$ cat config.mk
export PLATFORM = sky130hd
export DESIGN_NAME = si_fifo
export DESIGN_NICKNAME = d
export VERILOG_FILES = /design/src/hw/rtl/segment_intersection_defines.svh /design/src/hw/rtl/si_fifo.sv
export SDC_FILE = /design/constraint.sdc
export NUM_CORES = 1
export LEC_CHECK = 0
export BUFFER_PORTS_ARGS = -buffer_cell sky130_fd_sc_hd__buf_4
export CORE_ASPECT_RATIO = 0.75
export CORE_MARGIN = 2
export CORE_UTILIZATION = 40
export DETAILED_ROUTE_END_ITERATION = 8
export GPL_ROUTABILITY_DRIVEN = 0
export HOLD_SLACK_MARGIN = 0.1
export PLACE_DENSITY_LB_ADDON = 0.12
export SLEW_MARGIN = 20
export SYNTH_ARGS = -nofsm -noshare
export SYNTH_HDL_FRONTEND = slang
export SYNTH_SLANG_ARGS = --single-unit
$ cat constraint.sdc
create_clock -name clk -period 2.4 [get_ports clk]
set_input_delay 0.24 -clock clk [delete_from_list [all_inputs] [get_ports clk]]
set_output_delay 0.24 -clock clk [all_outputs]
set_load 0.005 [all_outputs]
$ cat src/hw/rtl/segment_intersection_defines.svh
// ----------------------------------------------------------------------------
// Assertion macros for segment_intersection
// Concurrent checks against clk and rst, empty in synthesis builds.
// ----------------------------------------------------------------------------
`ifndef SEGMENT_INTERSECTION_DEFINES_SVH
`define SEGMENT_INTERSECTION_DEFINES_SVH
`ifndef SYNTHESIS
`define SI_ASSERT(lbl, prop) \
  lbl: assert property (@(posedge clk) disable iff (rst) prop) \
    else $error("segment_intersection check failed");
`define SI_ASSERT_NEVER(lbl, cond) `SI_ASSERT(lbl, !(cond))
`else
`define SI_ASSERT(lbl, prop)
`define SI_ASSERT_NEVER(lbl, cond)
`endif
`endif

$ cat src/hw/rtl/si_fifo.sv
// ----------------------------------------------------------------------------
// si_fifo
// Small synchronous queue with registered count, first word fall through.
// ----------------------------------------------------------------------------
module si_fifo #(
  parameter int WIDTH = 8,
  parameter int DEPTH = 4
) (
  input  logic             clk,
  input  logic             rst,
  input  logic             push,
  input  logic [WIDTH-1:0] wdata,
  output logic             full,
  input  logic             pop,
  output logic [WIDTH-1:0] rdata,
  output logic             empty
);

  localparam int AW = (DEPTH > 1) ? $clog2(DEPTH) : 1;
  localparam int CNW = $clog2(DEPTH + 1);

  logic [WIDTH-1:0] mem [DEPTH];
  logic [AW-1:0]    wr_ptr;
  logic [AW-1:0]    rd_ptr;
  logic [CNW-1:0]   count;
  logic             do_push;
  logic             do_pop;

  assign full    = (count == CNW'(DEPTH));
  assign empty   = (count == '0);
  assign do_push = push && !full;
  assign do_pop  = pop && !empty;
  assign rdata   = mem[rd_ptr];

  always_ff @(posedge clk) begin
    if (do_push) begin
      mem[wr_ptr] <= wdata;
    end
  end

  always_ff @(posedge clk) begin
    if (rst) begin
      wr_ptr <= '0;
      rd_ptr <= '0;
      count  <= '0;
    end else begin
      if (do_push) begin
        wr_ptr <= (wr_ptr == AW'(DEPTH - 1)) ? '0 : wr_ptr + 1'b1;
      end
      if (do_pop) begin
        rd_ptr <= (rd_ptr == AW'(DEPTH - 1)) ? '0 : rd_ptr + 1'b1;
      end
      if (do_push && !do_pop) begin
        count <= count + 1'b1;
      end else if (do_pop && !do_push) begin
        count <= count - 1'b1;
      end
    end
  end

endmodule

# Word-level counts from Yosys, hierarchy flattened
# Memories as Yosys holds them, arrays and structs flattened. A register that Yosys moved wholly into a read port is not among the register bits.
# Cells that the tools add are included.
[word_totals]
reg_bits = 7
mem_bits_rw = 32
mem_count = 1
wordCells = 29
output_inout_bits = 10
[memory_table]
columns = ["memory", "words", "word_bits", "rd", "rd_clocked_by_memory_dff", "wr", "line_no", "text"]
rows = [
  ["mem", 4, 8, 1, 1, 1, "si_fifo.sv:22", "logic [WIDTH-1:0] mem [DEPTH];"],
]
[classes]
n_reduce_logical = 10
addsub = 4
eq_ne = 3
mux = 8
[op_table]
columns = ["op", "count"]
rows = [
  ["2-to-1 mux 2 bit", 4],
  ["2-to-1 mux 3 bit", 2],
  ["adder 2 x 1 -> 2 bit (second input constant)", 2],
  ["equality test 2 bit (second input constant)", 2],
  ["logical AND 1 bit", 4],
  ["zero test 1 bit", 4],
  ["adder 3 x 1 -> 3 bit (second input constant)", 1],
  ["equality test 3 bit (second input constant)", 1],
  ["zero test 3 bit", 1],
  ["subtractor 3 x 1 -> 3 bit (second input constant)", 1],
  ["2-to-1 mux 1 bit", 2],
  ["nonzero test 2 bit", 1],
]

# Longest topological paths before layout
[logic_depth]
word_depth = 7
ltp_mapped = 10
depth_no_buf = 9

# Least setup slack after synthesis
# OpenSTA, ideal clock, no wires.
[synth_path]
path_type = "register to register"
from = "register count[0]"
to = "register count[2]"
setup_ps = 70
t_arrival_ps = 2093
setup_slack_ps = 237
period_less_slack_ps = 2163
stages_incl_launch_ff = 11
n_path_buf = 1
path_cell_list = "dfxtp_1 or3b_1 buf_6 clkinv_4 nor2_2 ha_1 inv_1 fa_1 xor2_1 or3_2 a21oi_1"
[synth_between]
elab_chain_cells = 6
[synth_lines]
columns = ["element", "line_no", "text"]
rows = [
  ["start: declaration", "si_fifo.sv:25", "logic [CNW-1:0] count;"],
  ["start signal: assignment", "si_fifo.sv:54", "count <= count + 1'b1;"],
  ["start signal: assignment", "si_fifo.sv:56", "count <= count - 1'b1;"],
  ["equality test 3 bit (*)", "si_fifo.sv:29", "assign full = (count == CNW'(DEPTH));"],
  ["net full", "si_fifo.sv:13", "output logic full,"],
  ["zero test 1 bit (*)", "si_fifo.sv:31", "assign do_push = push && !full;"],
  ["logical AND 1 bit (*)", "si_fifo.sv:31", ""],
  ["net do_push", "si_fifo.sv:26", "logic do_push;"],
  ["zero test 1 bit", "si_fifo.sv:55", "end else if (do_pop && !do_push) begin"],
  ["logical AND 1 bit", "si_fifo.sv:55", ""],
  ["nonzero test 2 bit (no source line)", "n/a", ""],
]
# Mark *: on every way through the listed nets, which the timed path passes. The rest lies on a longest branch. The select of a mux whose other input is x is not followed.
# A chain may end at the register's enable or synchronous reset.

# Worst setup path in the final report
[layout_path]
from = "register count[0]"
to = "register count[2]"
[layout_between]
elab_chain_cells = 6
[layout_lines]
columns = ["element", "line_no"]
rows = [
  ["equality test 3 bit (*)", "si_fifo.sv:29"],
  ["zero test 1 bit (*)", "si_fifo.sv:31"],
  ["logical AND 1 bit (*)", "si_fifo.sv:31"],
  ["net do_push", "si_fifo.sv:26"],
  ["zero test 1 bit", "si_fifo.sv:55"],
  ["logical AND 1 bit", "si_fifo.sv:55"],
  ["nonzero test 2 bit (no source line)", "n/a"],
]
# Marked as above.

==> impl_results.md <==
- Outcome: finished clean
- Setup repair bufs after CTS: 0
- Maxcap violations: 0
- Via count of the first global-routing pass: 877
- Reported leakage power: ~0.72 nW
- Detailed Routing Iterations Pass 1: 4
- Post-synthesis to final-layout area growth: 19.70%
- Area enclosed by the die boundary: 4647 um^2
- Total clock buffers created by CTS: 5
- Total DRC errors in the routed layout: 0
- Synthesis warning total: 0
- Async set-reset flop share out of synthesis: 0
- Final HPWL from detailed placement: ~1800 um
- Highest achievable clock rate: 0.4482 GHz
- Core footprint: 4004 um^2
- Gates resized, CTS repair: 0
- Startpoint Class: flip-flop
- Synthesized area: roughly 1600 um^2
- First-pass GRT wire length: around 4300 um
- Final Max Slew Viols: 0
- CP Max Fanout: 5
- Maximum number of pins on one net before global-route repair: 13
- Clock latency of the later-clocked register in the worst-skew pair: 0.29 ns
- Switch share: 0.2554
- Worst rel slew slack: 0.6441
- Path type of the worst min-delay path: in -> reg
- Pin slew with the least headroom to its limit: about 0.53 ns
- Power Internal: 1.455 mW
- Sequential cell area: between 1000 and 1500 um^2
- Cell type contributing the most total cell area after synthesis: edfxtp_1
- Final setup slack of the worst path: between 0.15 and 0.2 ns
- Synthesized area divided by synthesized cell count: 17.88 um^2
- Final non-filler cell area: 1969 um^2
- Antenna violations before repair: 0
- Diodes inserted: 0
- Routed wire length per instance: 14.64 um
- DP Area: 1863 um^2
- Cells after synthesis: between 90 and 100
- GRT Resource Usage Total: 0.1316
- Layout cells sized above 1: 0.3866
- Max Root-Sink Buffers: 2
- Number of H-tree levels: 2
- Aggregate negative setup slack: 0 ns
- Net switching power: ~0.50 mW
- Total of buffers placed on input and output ports: 21
- Placement-stage worst setup slack: 0.1651 ns
- CTS sink count: 41
- Category of the most critical setup path: reg -> reg
- Gate power share: 0.242
- Final-layout fill cell count: 358
- PwrDens: 991.8 nW/um^2
- CTS clk-pin slew, worst paths: 0.08 ns
- RSZ-0062 raised after global routing: no
- Post-layout minimum cycle time: 2.231 ns
- CTS Hold Buffers Added: 0
- Multi-input logic area: 456.7 um^2
- Total power after layout: about 2.0 mW
- Final worst-path cycle share: 0.9296
- Required time reported for the critical path endpoint: ~2.6 ns
- Clock tree root driver cell: clkbuf_8
- Biggest area contributors in the synthesized netlist: edfxtp_1, dfxtp_1, mux4_2, ha_1, and3_2
- Horizontal die dimension: between 70 and 80 um
- Effective utilization at floorplan: 0.4109
- Type of element capturing the critical path: flip-flop
- Die H: 59.54 um
- Number of endpoints failing setup at the final stage: 0
- Final Hold Violating Endpoints: 0
- Aggregate routed wire length: 2547 um
- Arrival time at the worst endpoint: 2.46 ns
- Number of nets in the synthesized netlist: 111
- Max VDD drop: 419.9 uV
- Flip-flop and latch count after synthesis: slightly above 40
- Count of standard-cell rows: 20
- Routed vias/inst: 4.868
- Relative contribution of the clock network to total power: 0.272
- Register share of total power: 0.486
- Number of distinct library cells after synthesis: 26
- Setup slack, reg-to-reg: around 0.17 ns
- Primary FF master, synth: edfxtp_1
- Number of nets with antenna violations after routing: 0
- Clock tree from TritonCTS: yes
- Area share of the leading cell type in the synthesized netlist: 0.5840
- Register area share after synthesis: 0.6935
- Boundary Pins: 22
- Routed via count: 847
- Clock tree skew after final layout: 0.005688 ns
- Global route total overflow: 0
- NumNets Final: 137
- Number of enable-type register cells in the synthesized netlist: 32
- First-iteration detailed-routing DRC count: 36
Yosys cell counts, drive strengths merged (2+ instances only):
cell type and n:
o31ai 2, dfxtp 9, nand3 2, or3 2, nor3 2, mux2i 2
mux4 8, buf 3, ha 6, edfxtp 32, a21oi 3, nor2 4
inv 4, xor2 2, and3 4, o21ai 2
cells in the final DEF, fill, tap and decap left out, types with 2 or more instances in the layout:
| cell | n |
|---|---|
| dfxtp_1 | 9 |
| nor2_1 | 3 |
| nand3_1 | 2 |
| buf_4 | 23 |
| nor3_1 | 2 |
| and3_2 | 4 |
| o31ai_2 | 2 |
| a21oi_1 | 3 |
| mux2i_1 | 2 |
| mux4_2 | 8 |
| clkbuf_8 | 5 |
| edfxtp_1 | 32 |
| ha_1 | 6 |
| inv_1 | 4 |
| xor2_1 | 2 |
state kept, by name (all words and copies together), names as in the netlist, named ones only:
| register | count |
|---|---|
| count | 3 |
| mem | 32 |
| rd_ptr | 2 |
| wr_ptr | 2 |
per-stage QoR:
| stage | cells | utilization | hold WS [ns] |
|---|---|---|---|
| final | 174 | 0.4919 | 0.1522 |
| after global routing | 174 | 0.4919 | 0.1396 |
| after CTS | 174 | 0.4919 | 0.1465 |
| after detailed placement | 166 | 0.4653 | 0.4481 |
| after global placement | 166 | 0.4653 | 0.4412 |
| after floorplan | 92 | - | 0.3389 |
power groups by stage:
stage               Combinational, mW  Sequential [mW]  Clock (mW)
finish                          0.473            0.949       0.531
global route                    0.529            0.970       0.574
CTS                             0.484            0.956       0.542
detailed placement              0.482            0.971           0
global placement                0.471            0.966           0
floorplan                       0.331            0.920           0
area by class of cell:
class	instances	area share
clock inverters	2	0.01715
clock buffers	6	0.03685
inverters	5	0.01207
flip-flops and latches	41	0.5794
repair buffers	23	0.08767
multi-input cells	42	0.2319
well taps	55	0.03494
path summary, 6_finish.rpt:
| kind | from | to | cells past startpoint |
|---|---|---|---|
| setup / recovery | count[0] | count[2] | 9 |
| hold / removal | wdata[7] | mem[0][7] | 1 |
| setup reg to reg | count[0] | count[2] | 9 |
| hold reg to reg | rd_ptr[0] | flip-flop | 2 |
critical path, cell delays in order, from the launching register on:
cell and delay [ns]:
dfxtp_1 0.44, or3b_1 0.22, clkinv_4 0.07, nor2_2 0.11, ha_1 0.20, inv_1 0.06, fa_1 0.37, xor2_1 0.16
or3_2 0.40, a21oi_1 0.14
kinds of logic after synthesis:
group                      synth area share
buffers and inverters               0.02889
and+or+nand+nor                     0.05704
adders and majority gates           0.05779
AOI/OAI and AO/OA                   0.03041
DFF                                  0.6935
muxes                                0.1217
xor gates and xnor gates            0.01065
routing by layer:
layer / track usage / up-vias / wire length (um)
met4: 0.06767 / 0 / 44
met3: 0.04268 / 5 / 103
met5: 0 / - / 0
li1: - / 404 / -
met1: 0.1710 / 422 / 1177
met2: 0.2007 / 16 / 1221
(Power assumes the default switching activity.)
